===== config.mk =====
export PLATFORM = sky130hd
export DESIGN_NAME = spi_flash_command_master_top
export DESIGN_NICKNAME = d
export VERILOG_FILES = /design/src/hw/rtl/sfcm_pkg.sv /design/src/hw/rtl/sfcm_front.sv /design/src/hw/rtl/sfcm_back.sv /design/src/hw/rtl/spi_flash_command_master_top.sv
export SDC_FILE = /design/constraint.sdc
export NUM_CORES = 1
export LEC_CHECK = 0
export BUFFER_PORTS_ARGS = -buffer_cell sky130_fd_sc_hd__buf_2
export CAP_MARGIN = 10
export CORE_ASPECT_RATIO = 1.4
export CORE_MARGIN = 2
export CORE_UTILIZATION = 42
export CTS_CLUSTER_SIZE = 10
export DETAILED_ROUTE_END_ITERATION = 8
export GPL_ROUTABILITY_DRIVEN = 1
export PLACE_DENSITY = 0.61
export SLEW_MARGIN = 20
export SYNTH_ARGS = -nofsm -noshare
export SYNTH_HDL_FRONTEND = slang
export SYNTH_SLANG_ARGS = --single-unit

===== constraint.sdc =====
create_clock -name clk -period 13.25 [get_ports clk]
set_input_delay 1.9875 -clock clk [delete_from_list [all_inputs] [get_ports clk]]
set_output_delay 1.9875 -clock clk [all_outputs]
set_load 0.005 [all_outputs]

===== src/hw/rtl/sfcm_pkg.sv =====
package sfcm_pkg;

  localparam int ADDR_BITS_DEF = 24;
  localparam int ADDR_W        = 24;
  localparam int OP_W          = 8;
  localparam int DATA_W        = 8;
  localparam int KIND_W        = 3;
  localparam int STEP_W        = 7;
  localparam int CFG_IDX_W     = 2;
  localparam int IN_TDATA_W    = 48;
  localparam int OUT_TDATA_W   = 16;

  // Input kind codes
  localparam logic [KIND_W-1:0] KIND_TICK   = 3'd0;
  localparam logic [KIND_W-1:0] KIND_WREN   = 3'd1;
  localparam logic [KIND_W-1:0] KIND_ERASE  = 3'd2;
  localparam logic [KIND_W-1:0] KIND_PROG   = 3'd3;
  localparam logic [KIND_W-1:0] KIND_READ   = 3'd4;
  localparam logic [KIND_W-1:0] KIND_STATUS = 3'd5;

  // Configuration register indexes
  localparam logic [CFG_IDX_W-1:0] CFG_WREN_OP   = 2'd0;
  localparam logic [CFG_IDX_W-1:0] CFG_ERASE_OP  = 2'd1;
  localparam logic [CFG_IDX_W-1:0] CFG_STATUS_OP = 2'd2;

  localparam logic [OP_W-1:0] WREN_OP_RST   = 8'h06;
  localparam logic [OP_W-1:0] ERASE_OP_RST  = 8'h60;
  localparam logic [OP_W-1:0] STATUS_OP_RST = 8'h05;

  typedef enum logic [2:0] {
    ITEM_TICK,
    ITEM_WREN,
    ITEM_ERASE,
    ITEM_PROG,
    ITEM_READ,
    ITEM_STATUS,
    ITEM_NOP
  } item_t;

  typedef enum logic [2:0] {
    CMD_IDLE,
    CMD_WREN,
    CMD_ERASE,
    CMD_PROG,
    CMD_READ,
    CMD_STATUS
  } cmd_t;

  typedef struct packed {
    item_t              item;
    logic [OP_W-1:0]    opcode;
    logic [ADDR_W-1:0]  address;
    logic [DATA_W-1:0]  write_data;
    logic               miso;
  } q_entry_t;

  typedef struct packed {
    logic [OP_W-1:0] wren_op;
    logic [OP_W-1:0] erase_op;
    logic [OP_W-1:0] status_op;
  } cfg_regs_t;

endpackage


===== src/hw/rtl/sfcm_front.sv =====
module sfcm_front (
  input  logic                                  clk,
  input  logic                                  rst_n,
  input  logic                                  in_tvalid,
  output logic                                  in_tready,
  input  logic [sfcm_pkg::IN_TDATA_W-1:0]       in_tdata,
  input  logic [sfcm_pkg::KIND_W-1:0]           in_tuser,
  output logic                                  q_valid,
  output sfcm_pkg::q_entry_t                    q_head,
  input  logic                                  q_pop
);

  localparam int QD = 2;

  sfcm_pkg::q_entry_t mem_r [QD];
  sfcm_pkg::q_entry_t entry;
  logic       wr_ptr_r, wr_ptr_nxt;
  logic       rd_ptr_r, rd_ptr_nxt;
  logic [1:0] count_r, count_nxt;
  logic       push, pop;

  // Classify the kind code
  always_comb begin
    unique case (in_tuser)
      sfcm_pkg::KIND_TICK:   entry.item = sfcm_pkg::ITEM_TICK;
      sfcm_pkg::KIND_WREN:   entry.item = sfcm_pkg::ITEM_WREN;
      sfcm_pkg::KIND_ERASE:  entry.item = sfcm_pkg::ITEM_ERASE;
      sfcm_pkg::KIND_PROG:   entry.item = sfcm_pkg::ITEM_PROG;
      sfcm_pkg::KIND_READ:   entry.item = sfcm_pkg::ITEM_READ;
      sfcm_pkg::KIND_STATUS: entry.item = sfcm_pkg::ITEM_STATUS;
      default:               entry.item = sfcm_pkg::ITEM_NOP;
    endcase
    entry.opcode     = in_tdata[7:0];
    entry.address    = in_tdata[31:8];
    entry.write_data = in_tdata[39:32];
    entry.miso       = in_tdata[40];
  end

  assign in_tready = (count_r != 2'(QD));
  assign push      = in_tvalid && in_tready;
  assign q_valid   = (count_r != 2'd0);
  assign pop       = q_pop && q_valid;
  assign q_head    = mem_r[rd_ptr_r];

  always_comb begin
    wr_ptr_nxt = push ? ~wr_ptr_r : wr_ptr_r;
    rd_ptr_nxt = pop ? ~rd_ptr_r : rd_ptr_r;
    count_nxt  = count_r;
    if (push && !pop) begin
      count_nxt = count_r + 2'd1;
    end else if (pop && !push) begin
      count_nxt = count_r - 2'd1;
    end
  end

  always_ff @(posedge clk) begin
    if (!rst_n) begin
      wr_ptr_r <= 1'b0;
      rd_ptr_r <= 1'b0;
      count_r  <= 2'd0;
    end else begin
      wr_ptr_r <= wr_ptr_nxt;
      rd_ptr_r <= rd_ptr_nxt;
      count_r  <= count_nxt;
    end
  end

  always_ff @(posedge clk) begin
    if (push) begin
      mem_r[wr_ptr_r] <= entry;
    end
  end

  a_count_up: assert property (@(posedge clk) disable iff (!rst_n)
    push && !pop |=> count_r == $past(count_r) + 2'd1)
    else $error("queue count did not advance on push");

endmodule


===== src/hw/rtl/sfcm_back.sv =====
module sfcm_back #(
  parameter int ADDR_BITS = sfcm_pkg::ADDR_BITS_DEF
) (
  input  logic                                  clk,
  input  logic                                  rst_n,
  input  sfcm_pkg::cfg_regs_t                   cfg,
  input  logic                                  q_valid,
  input  sfcm_pkg::q_entry_t                    q_head,
  output logic                                  q_pop,
  output logic                                  out_tvalid,
  input  logic                                  out_tready,
  output logic [sfcm_pkg::OUT_TDATA_W-1:0]      out_tdata
);

  localparam int SEND_W = ADDR_BITS + 16;
  localparam int CNT_W  = $clog2(SEND_W + 1);
  localparam int SW     = sfcm_pkg::STEP_W;

  sfcm_pkg::cmd_t           active_r, active_nxt;
  logic [SW-1:0]            step_r, step_nxt;
  logic [SEND_W-1:0]        send_shift_r, send_shift_nxt;
  logic [CNT_W-1:0]         send_bits_r, send_bits_nxt;
  logic                     recv_en_r, recv_en_nxt;
  logic [7:0]               rx_r, rx_nxt;
  logic                     polling_r, polling_nxt;
  logic                     sel_pend_r, sel_pend_nxt;
  logic                     cs_r, cs_nxt;
  logic                     sck_r, sck_nxt;
  logic                     mosi_r, mosi_nxt;
  logic [7:0]               last_read_r, last_read_nxt;
  logic                     done_nxt;
  logic                     out_valid_r, out_valid_nxt;
  logic [sfcm_pkg::OUT_TDATA_W-1:0] out_data_r, out_data_nxt;
  logic                     take;
  logic [SW-1:0]            sendh, total;
  logic [ADDR_BITS-1:0]     addr_ext;
  logic [SEND_W-1:0]        word_wren, word_erase, word_status, word_prog, word_read;

  generate
    if (ADDR_BITS > sfcm_pkg::ADDR_W) begin : g_addr_wide
      assign addr_ext = {{(ADDR_BITS - sfcm_pkg::ADDR_W){1'b0}}, q_head.address};
    end else if (ADDR_BITS == sfcm_pkg::ADDR_W) begin : g_addr_eq
      assign addr_ext = q_head.address;
    end else begin : g_addr_narrow
      assign addr_ext = q_head.address[ADDR_BITS-1:0];
    end
  endgenerate

  // Left-align every outgoing word; mosi always comes from the top bit
  assign word_wren   = {cfg.wren_op, {(SEND_W - 8){1'b0}}};
  assign word_erase  = {cfg.erase_op, {(SEND_W - 8){1'b0}}};
  assign word_status = {cfg.status_op, {(SEND_W - 8){1'b0}}};
  assign word_prog   = {q_head.opcode, addr_ext, q_head.write_data};
  assign word_read   = {q_head.opcode, addr_ext, 8'h00};

  assign sendh = SW'(send_bits_r) << 1;
  assign total = sendh + (recv_en_r ? SW'(16) : SW'(0));

  assign take  = q_valid && (!out_valid_r || out_tready);
  assign q_pop = take;

  always_comb begin
    active_nxt     = active_r;
    step_nxt       = step_r;
    send_shift_nxt = send_shift_r;
    send_bits_nxt  = send_bits_r;
    recv_en_nxt    = recv_en_r;
    rx_nxt         = rx_r;
    polling_nxt    = polling_r;
    sel_pend_nxt   = sel_pend_r;
    cs_nxt         = cs_r;
    sck_nxt        = sck_r;
    mosi_nxt       = mosi_r;
    last_read_nxt  = last_read_r;
    done_nxt       = 1'b0;

    if (take) begin
      if (active_r == sfcm_pkg::CMD_IDLE) begin
        if (q_head.item != sfcm_pkg::ITEM_TICK && q_head.item != sfcm_pkg::ITEM_NOP) begin
          polling_nxt  = 1'b0;
          sel_pend_nxt = 1'b0;
          cs_nxt       = 1'b0;
          rx_nxt       = 8'h00;
          step_nxt     = '0;
          recv_en_nxt  = 1'b0;
          send_bits_nxt = CNT_W'(8);
        end
        unique case (q_head.item)
          sfcm_pkg::ITEM_WREN: begin
            active_nxt     = sfcm_pkg::CMD_WREN;
            send_shift_nxt = word_wren;
          end
          sfcm_pkg::ITEM_ERASE: begin
            active_nxt     = sfcm_pkg::CMD_ERASE;
            send_shift_nxt = word_erase;
          end
          sfcm_pkg::ITEM_PROG: begin
            active_nxt     = sfcm_pkg::CMD_PROG;
            send_shift_nxt = word_prog;
            send_bits_nxt  = CNT_W'(SEND_W);
          end
          sfcm_pkg::ITEM_READ: begin
            active_nxt     = sfcm_pkg::CMD_READ;
            send_shift_nxt = word_read;
            send_bits_nxt  = CNT_W'(SEND_W - 8);
            recv_en_nxt    = 1'b1;
          end
          sfcm_pkg::ITEM_STATUS: begin
            active_nxt     = sfcm_pkg::CMD_STATUS;
            send_shift_nxt = word_status;
            recv_en_nxt    = 1'b1;
          end
          default: begin
          end
        endcase
      end else if (q_head.item == sfcm_pkg::ITEM_TICK) begin
        if (sel_pend_r) begin
          sel_pend_nxt = 1'b0;
          cs_nxt       = 1'b0;
        end else if (step_r < sendh) begin
          if (!step_r[0]) begin
            sck_nxt        = 1'b0;
            mosi_nxt       = send_shift_r[SEND_W-1];
            send_shift_nxt = send_shift_r << 1;
          end else begin
            sck_nxt = 1'b1;
          end
          step_nxt = step_r + SW'(1);
        end else if (step_r < total) begin
          if (!step_r[0]) begin
            sck_nxt = 1'b1;
          end else begin
            sck_nxt = 1'b0;
            rx_nxt  = {rx_r[6:0], q_head.miso};
          end
          step_nxt = step_r + SW'(1);
        end else begin
          cs_nxt = 1'b1;
          if (active_r inside {sfcm_pkg::CMD_READ, sfcm_pkg::CMD_STATUS} && !polling_r) begin
            last_read_nxt = rx_r;
          end
          if ((polling_r && !rx_r[0]) ||
              (!polling_r && active_r == sfcm_pkg::CMD_STATUS)) begin
            polling_nxt = 1'b0;
            active_nxt  = sfcm_pkg::CMD_IDLE;
            done_nxt    = 1'b1;
          end else begin
            // Start another busy poll: select tick first, then status opcode
            polling_nxt    = 1'b1;
            sel_pend_nxt   = 1'b1;
            send_shift_nxt = word_status;
            send_bits_nxt  = CNT_W'(8);
            recv_en_nxt    = 1'b1;
            rx_nxt         = 8'h00;
            step_nxt       = '0;
          end
        end
      end
    end
  end

  always_comb begin
    out_valid_nxt = take ? 1'b1 : (out_tready ? 1'b0 : out_valid_r);
    out_data_nxt  = out_data_r;
    if (take) begin
      out_data_nxt = {3'b000, done_nxt, last_read_nxt,
                      (active_nxt != sfcm_pkg::CMD_IDLE), mosi_nxt, sck_nxt, cs_nxt};
    end
  end

  always_ff @(posedge clk) begin
    if (!rst_n) begin
      active_r    <= sfcm_pkg::CMD_IDLE;
      step_r      <= '0;
      send_bits_r <= '0;
      recv_en_r   <= 1'b0;
      rx_r        <= 8'h00;
      polling_r   <= 1'b0;
      sel_pend_r  <= 1'b0;
      cs_r        <= 1'b1;
      sck_r       <= 1'b1;
      mosi_r      <= 1'b0;
      last_read_r <= 8'h00;
      out_valid_r <= 1'b0;
    end else begin
      active_r    <= active_nxt;
      step_r      <= step_nxt;
      send_bits_r <= send_bits_nxt;
      recv_en_r   <= recv_en_nxt;
      rx_r        <= rx_nxt;
      polling_r   <= polling_nxt;
      sel_pend_r  <= sel_pend_nxt;
      cs_r        <= cs_nxt;
      sck_r       <= sck_nxt;
      mosi_r      <= mosi_nxt;
      last_read_r <= last_read_nxt;
      out_valid_r <= out_valid_nxt;
    end
  end

  always_ff @(posedge clk) begin
    send_shift_r <= send_shift_nxt;
    out_data_r   <= out_data_nxt;
  end

  assign out_tvalid = out_valid_r;
  assign out_tdata  = out_data_r;

  a_done_idle: assert property (@(posedge clk) disable iff (!rst_n)
    take && done_nxt |=> active_r == sfcm_pkg::CMD_IDLE)
    else $error("command finished but sequencer not idle");

  a_idle_deselect: assert property (@(posedge clk) disable iff (!rst_n)
    active_r == sfcm_pkg::CMD_IDLE |-> cs_r)
    else $error("chip select low while idle");

  a_step_bound: assert property (@(posedge clk) disable iff (!rst_n)
    active_r != sfcm_pkg::CMD_IDLE |-> step_r <= total)
    else $error("half-bit step past end of transfer");

endmodule


===== src/hw/rtl/spi_flash_command_master_top.sv =====
// Channel | Signals                                   | Direction
// in      | in_tvalid, in_tready, in_tdata, in_tuser  | command or tick into the block
// out     | out_tvalid, out_tready, out_tdata         | pin levels and status per item
// cfg     | cfg_valid, cfg_ready, cfg_index, cfg_data | opcode register writes
//
// One item per cycle sustained while out_tready is high; each item gives exactly one result.
// Path: the classify queue (two entries), then the sequencer's output register.
// Reset (rst_n low, synchronous) idles the sequencer with cs_n and sck high, mosi low.
// A stalled out_tready holds the result; the queue absorbs up to two more items.
module spi_flash_command_master_top #(
  parameter int ADDR_BITS = sfcm_pkg::ADDR_BITS_DEF
) (
  input  logic                                  clk,
  input  logic                                  rst_n,
  input  logic                                  in_tvalid,
  output logic                                  in_tready,
  // opcode[7:0], address[31:8], write_data[39:32], miso[40], zero fill
  input  logic [sfcm_pkg::IN_TDATA_W-1:0]       in_tdata,
  // kind[2:0]
  input  logic [sfcm_pkg::KIND_W-1:0]           in_tuser,
  output logic                                  out_tvalid,
  input  logic                                  out_tready,
  // cs_n[0], sck[1], mosi[2], busy_res[3], read_data[11:4], done_res[12], zero fill
  output logic [sfcm_pkg::OUT_TDATA_W-1:0]      out_tdata,
  input  logic                                  cfg_valid,
  output logic                                  cfg_ready,
  input  logic [sfcm_pkg::CFG_IDX_W-1:0]        cfg_index,
  input  logic [sfcm_pkg::OP_W-1:0]             cfg_data
);

  sfcm_pkg::cfg_regs_t cfg_r, cfg_nxt;
  sfcm_pkg::q_entry_t  q_head;
  logic                q_valid;
  logic                q_pop;

  assign cfg_ready = 1'b1;

  always_comb begin
    cfg_nxt = cfg_r;
    if (cfg_valid) begin
      unique case (cfg_index)
        sfcm_pkg::CFG_WREN_OP:   cfg_nxt.wren_op   = cfg_data;
        sfcm_pkg::CFG_ERASE_OP:  cfg_nxt.erase_op  = cfg_data;
        sfcm_pkg::CFG_STATUS_OP: cfg_nxt.status_op = cfg_data;
        default: begin
        end
      endcase
    end
  end

  always_ff @(posedge clk) begin
    if (!rst_n) begin
      cfg_r.wren_op   <= sfcm_pkg::WREN_OP_RST;
      cfg_r.erase_op  <= sfcm_pkg::ERASE_OP_RST;
      cfg_r.status_op <= sfcm_pkg::STATUS_OP_RST;
    end else begin
      cfg_r <= cfg_nxt;
    end
  end

  sfcm_front u_front (
    .clk       (clk),
    .rst_n     (rst_n),
    .in_tvalid (in_tvalid),
    .in_tready (in_tready),
    .in_tdata  (in_tdata),
    .in_tuser  (in_tuser),
    .q_valid   (q_valid),
    .q_head    (q_head),
    .q_pop     (q_pop)
  );

  sfcm_back #(
    .ADDR_BITS (ADDR_BITS)
  ) u_back (
    .clk        (clk),
    .rst_n      (rst_n),
    .cfg        (cfg_r),
    .q_valid    (q_valid),
    .q_head     (q_head),
    .q_pop      (q_pop),
    .out_tvalid (out_tvalid),
    .out_tready (out_tready),
    .out_tdata  (out_tdata)
  );

endmodule

==> key figures, run 1 <==
Logic synthesis
  • Count leader, synth: edfxtp_1
  • Cells after synthesis: 674
  • Post-synthesis cell type count: 57
  • Post-synth EDFFs: 141
  • Synthesized cell area: 8420 um2
  • Post-synth top cells: edfxtp_1, mux2i_1, o21ai_0, dfxtp_1, nand2_1
  • Top post-synthesis cells by area: edfxtp_1, dfxtp_1, mux2i_1, o21ai_0, nand2_1
  • Top FF cell, synth: edfxtp_1
  • Largest area contributor in the netlist: edfxtp_1
  • Fraction of registers with async set/reset: 0%
  • Mean Syn Cell Area: 12.5 um2
  • Yosys top cell area share: 50.3%
  • Synthesis-stage register bit count: 205
  • Register area share after synthesis: 65.5%
  • Yosys warnings: 0

Worst setup path
  • FF-to-FF setup slack: 10,120 ps
  • Startpoint types: input pin
  • Arrival @ worst endpoint: 4150 ps
  • Worst-path fanout max: 22
  • Worst endpoint required time: 13,650 ps
  • Worst Setup End Kind: register
  • CP Class: in -> reg

Finish
  • Diode count: 0
  • Final Cell Area: 9710 um2
  • Layout Nets: 814
  • FILL cells: 1,717
  • Layout cells sized above 1: 17.3%
  • Layout Cells excl Fill: 1,013
  • Area growth from synthesis to layout: 15.3%

Placement
  • Placement Setup Slack: 8950 ps
  • Port Buffers: 73
  • Hpwl dp: 10,800 um
  • DP Area: 9000 um2
  • # placed instances: 969
  • GP Congestion: 0.869

STA
  • Crit path time final: 3750 ps
  • Setup-failing EPs final: 0
  • Fin Clk Skew: 11.9 ps
  • Final worst setup slack: 9500 ps
  • Fmax: 266 MHz
  • Slew at the pin closest to its max-slew limit: 879 ps
  • RSZ-0062 raised after global routing: false
  • Relative slew slack: 41.2%
  • Max Transition Viols Final: 0
  • Period utilization: 28.3%
  • Final TNS setup: 0 ps
  • Final Hold Viols: 0

Detailed routing
  • ANT nets after route: 0
  • Via-to-Cell Ratio: 5.33
  • Highest Signal Layer: met4
  • DR pass1 iterations: 5
  • Met3 wire len: 846 um
  • # DRC: 0
  • Final wirelength: 16,700 um
  • Routed WL per cell: 16.5 um
  • DRT iter0 DRCs: 428
  • Met1 WL: 6580 um
  • Wire length on met2: 8920 um
  • Vias: 5,400

Clock tree
  • CTS Root Cell: clkbuf_16
  • CTS max path bufs: 3
  • Hold-fix buffer count after cts: 0
  • Later-pin clock latency in the skew report: 510 ps
  • CTS Buf Count: 24
  • Setup bufs post-CTS: 0
  • Post-cts sizing count: 0
  • Clk slew on worst S/H paths: 50 ps
  • Number of H-tree levels: 1
  • Clock sink total: 205
  • CTS tree: built

Power
  • Leakage: 3.54 nW
  • PwrDens: 207 nW/um2
  • Worst vdd ir: 0.110 mV

Min path
  • Class of the worst hold path: reg -> reg

Global routing
  • Initial antenna violation count: 0
  • GRT Overall Usage: 16.2%
  • Pin count of the biggest net entering global routing: 45
  • GRT overflow: 0
  • First-pass GRT wire length: 27,100 um
  • Vias in the first global route: 5,465

Die
  • Rows: 61
  • Chip Width: 124 um
  • DIE AREA: 21,200 um2
  • # IOs: 85
  • CORE AREA: 19,800 um2
  • Starting density of the core: 42.6%
  • Die height: 172 um

Run
  • Max_cap viols: 0

Status
  • Outcome: finished, final reports clean
==> stage by stage <==
stage / util, % / total power [mW] / hold slack [ps]
after detailed placement: 45.6 / 1.44 / 467
after global routing: 49.1 / 2.13 / 510
final: 49.1 / 2.01 / 478
after global placement: 45.6 / 1.42 / 451
after floorplan: - / 1.29 / 436
after CTS: 49.1 / 2.03 / 483
==> flip-flops by register name (all words and copies together) (netlist names), named ones only <==
register,count
u_back.mosi_r,1
u_back.cs_r,1
u_back.rx_r,8
u_back.out_tdata,13
u_back.last_read_r,8
u_back.polling_r,1
u_back.out_tvalid,1
u_back.sel_pend_r,1
u_front.wr_ptr_r,1
u_back.recv_en_r,1
u_back.send_bits_r,2
u_front.rd_ptr_r,1
u_front.mem_r,88
u_back.step_r,7
u_back.sck_r,1
u_back.send_shift_r,40
u_front.count_r,2
cfg_r,24
u_back.active_r,3
==> worst max-delay path, stage by stage <==
cell and delay [ps]:
buf_2 70, nor2b_1 40, or2_1 330, inv_2 420, and3_1 410, nand4b_2 340, mux2_2 380, and2_1 150
==> where the power goes <==
| group | internal (mW) | total [mW] | switching [mW] |
|---|---|---|---|
| combinational | 0.170 | 0.508 | 0.338 |
| sequential | 0.864 | 0.917 | 0.0523 |
| clock | 0.350 | 0.581 | 0.231 |
| total | 1.38 | 2.01 | 0.622 |
==> routing by layer <==
metal	global-route usage, %	vias to the layer above
li1	-	2620
met1	18.4	2610
met2	29.9	138
met3	3.08	32
met4	5.73	0
met5	0	-
==> worst paths after layout <==
check | cells after the start | end | startpoint
setup reg to reg | 6 | u_back.step_r[1] | register
setup / recovery | 8 | u_back.last_read_r[3] | out_tready
hold reg to reg | 2 | u_back.rx_r[7] | u_back.rx_r[7]
hold / removal | 2 | u_back.rx_r[7] | u_back.rx_r[7]
==> cell type report <==
cell class                 instances  area, um2  area share, %
clock buffer                      43        693           7.14
clock inverter                     1       5.00         0.0516
inverter                           7       26.3          0.271
multi-input combinational        424       2730           28.1
sequential                       205       5520           56.8
tap                              252        315           3.25
timing repair buffer              81        425           4.38
==> cells by family after synthesis <==
kind of cell | after synthesis | synth area share, %
muxes | 82 | 9.99
xor gates and xnor gates | 5 | 0.520
and+or+nand+nor | 178 | 10.1
DFF | 205 | 65.5
buffers and inverters | 47 | 2.48
adders and majority gates | 5 | 0.743
other | 2 | 0.0892
AOI/OAI and AO/OA | 150 | 10.5
==> layout by cell type, fill, tap and decap left out, types with 4 or more instances in the layout <==
master,n
o21ai_0,66
buf_2,73
nor2b_1,10
dfxtp_1,63
buf_4,8
mux2i_1,69
a211oi_1,14
nand2b_1,5
ha_1,5
a21oi_1,40
edfxtp_1,141
a2bb2oi_1,4
nand4_1,10
or3_1,7
clkbuf_16,25
conb_1,4
nand3_1,4
nor3_1,7
mux2_2,11
nor2_1,49
clkbuf_1,18
inv_1,6
nand2_1,58
and2_1,11
(Power assumes the default switching activity.)
==> run 2, diff against run 1 <==
- clock period: 13.25 -> 3.5 ns (I/O delays scaled with it)
==> key figures, run 2 (synthesized netlist as in run 1, its figures left out) <==
Global routing
  • GRT overflow: 0 (unchanged)
  • First-pass GRT wire length: 27,000 um (was 27,100 um)
  • Initial antenna violation count: 0 (unchanged)
  • GRT Overall Usage: 16.0% (was 16.2%)
  • Vias in the first global route: 5,590 (was 5,465)
  • Pin count of the biggest net entering global routing: 45 (unchanged)

Power
  • Switching share of power: 31.1% (was 31.0%)
  • Leakage: 3.56 nW (was 3.54 nW)
  • Gate power share: 25.4% (was 25.3%)
  • PwrDens: 784 nW/um2 (was 207 nW/um2)
  • Worst vdd ir: 0.476 mV (was 0.110 mV)
  • Sequential Power Share: 45.5% (was 45.7%)
  • P_int: 5.27 mW (was 1.38 mW)
  • Clock power share: 29.1% (was 29.0%)
  • NetSw: 2.37 mW (was 0.622 mW)

Placement
  • Port Buffers: 73 (unchanged)
  • GP Congestion: 0.848 (was 0.869)
  • Hpwl dp: 10,900 um (was 10,800 um)

Finish
  • Largest register FFs: 88 (unchanged)
  • Layout cells sized above 1: 17.8% (was 17.3%)
  • Most frequent cells in the layout: edfxtp_1, buf_2, mux2i_1 (unchanged)
  • Diode count: 0 (unchanged)
  • Layout Nets: 818 (was 814)
  • Most common cell after layout, fill and taps aside: edfxtp_1 (unchanged)
  • Area growth from synthesis to layout: 15.8% (was 15.3%)
  • Top Registers: u_front.mem_r: 88 flops, u_back.send_shift_r: 40 flops, cfg_r: 24 flops (unchanged)
  • FILL cells: 1,748 (was 1,717)
  • Largest Register: u_front.mem_r (unchanged)

STA
  • Final Hold Viols: 0 (unchanged)
  • Setup-failing EPs final: 0 (unchanged)
  • Fin Clk Skew: 17.6 ps (was 11.9 ps)
  • RSZ-0062 raised after global routing: false (unchanged)
  • Hold slack final: 194 ps (was 478 ps)
  • Final TNS setup: 0 ps (unchanged)
  • Max Transition Viols Final: 0 (unchanged)
  • Period utilization: 82.0%
  • Relative slew slack: 56.0% (was 41.2%)
  • Slew at the pin closest to its max-slew limit: 661 ps (was 879 ps)
  • Fmax: 349 MHz
  • Crit path time final: 2870 ps

Detailed routing
  • Vias: 5,410 (was 5,400)
  • Via-to-Cell Ratio: 5.32 (was 5.33)
  • ANT nets after route: 0 (unchanged)
  • Final wirelength: 16,700 um (about the same)
  • DRT iter0 DRCs: 326 (was 428)
  • DR pass1 iterations: 5 (unchanged)
  • Routed WL per cell: 16.4 um (was 16.5 um)
  • # DRC: 0 (unchanged)

Worst setup path
  • FF-to-FF setup slack: 630 ps (was 10,120 ps)
  • Worst Setup End Kind: register (unchanged)
  • Startpoint types: register (was input pin)
  • Arrival @ worst endpoint: 3300 ps (was 4150 ps)
  • Worst endpoint required time: 3930 ps (was 13,650 ps)
  • Worst-path fanout max: 33 (was 22)
  • CP Class: reg -> reg (was in -> reg)

Status
  • Outcome: finished, final reports clean (unchanged)

Clock tree
  • Clk slew on worst S/H paths: 60 ps (was 50 ps)
  • Setup bufs post-CTS: 0 (unchanged)
  • CTS Root Cell: clkbuf_16 (unchanged)
  • CTS Buf Count: 24 (unchanged)
  • Later-pin clock latency in the skew report: 510 ps (about the same)
  • Number of H-tree levels: 1 (unchanged)
  • Clock sink total: 205 (unchanged)
  • CTS tree: built (unchanged)
  • Post-cts sizing count: 0 (unchanged)
  • CTS max path bufs: 3 (unchanged)
  • Hold-fix buffer count after cts: 0 (unchanged)

Die
  • DIE AREA: 21,200 um2 (unchanged)
  • CORE AREA: 19,800 um2 (unchanged)
  • Rows: 61 (unchanged)
  • Chip Width: 124 um (unchanged)
  • Starting density of the core: 42.6% (unchanged)
  • Die height: 172 um (unchanged)
  • # IOs: 85 (unchanged)

Min path
  • Class of the worst hold path: in -> reg (was reg -> reg)

Run
  • Max_cap viols: 0 (unchanged)
run 2: power by group through the flow:
stage | combinational, mW | sequential [mW] | clock, mW
2_1_floorplan | 1.43 | 3.45 | 0
6_report | 1.94 | 3.48 | 2.23
4_1_cts | 1.96 | 3.48 | 2.29
5_1_grt | 2.18 | 3.52 | 2.39
3_5_place_dp | 1.95 | 3.52 | 0
3_3_place_gp | 1.90 | 3.50 | 0
run 2: path summary, 6_finish.rpt:
kind,startpoint,to,cells after the start
hold / removal,in_tdata[16],u_front.mem_r[0][17],1
hold reg to reg,cfg_r[13],cfg_r[13],2
setup reg to reg,register,u_back.step_r[4],6
setup / recovery,register,u_back.step_r[4],6
run 2: critical path: stages, from the launching register on:
cell	delay (ps)
dfxtp_2	690
mux2_4	480
or4_4	540
a21oi_4	220
o221ai_2	260
or3_1	430
a21oi_1	150
run 2: per-layer routing:
| metal | vias up | part of all wire [%] | GRT usage (%) |
|---|---|---|---|
| met5 | - | 0 | 0 |
| met1 | 2595 | 40 | 18.3 |
| met2 | 149 | 53 | 29.5 |
| met3 | 33 | 5.0 | 2.98 |
| li1 | 2633 | - | - |
| met4 | 0 | 2.3 | 5.43 |
run 2: cell type report:
class,count,area [um2],share of cell area (%)
Inverter,7,26.3,0.269
Clock inverter,1,16.3,0.167
Timing Repair Buffer,85,455,4.67
Tap cell,252,315,3.23
Clock buffer,42,689,7.07
Sequential cell,205,5520,56.6
Multi-Input combinational cell,424,2730,28.0
run 2: metrics by stage:
| stage | setup slack [ps] | std cells | power [mW] | area (um2) | util (%) |
|---|---|---|---|---|---|
| floorplan | 446 | 676 | 4.88 | 8440 | - |
| global placement | 701 | 973 | 5.41 | 9040 | 45.7 |
| detailed placement | 643 | 973 | 5.48 | 9040 | 45.7 |
| CTS | 625 | 1016 | 7.73 | 9750 | 49.3 |
| global route | 379 | 1016 | 8.09 | 9750 | 49.3 |
| finish | 631 | 1016 | 7.64 | 9750 | 49.3 |
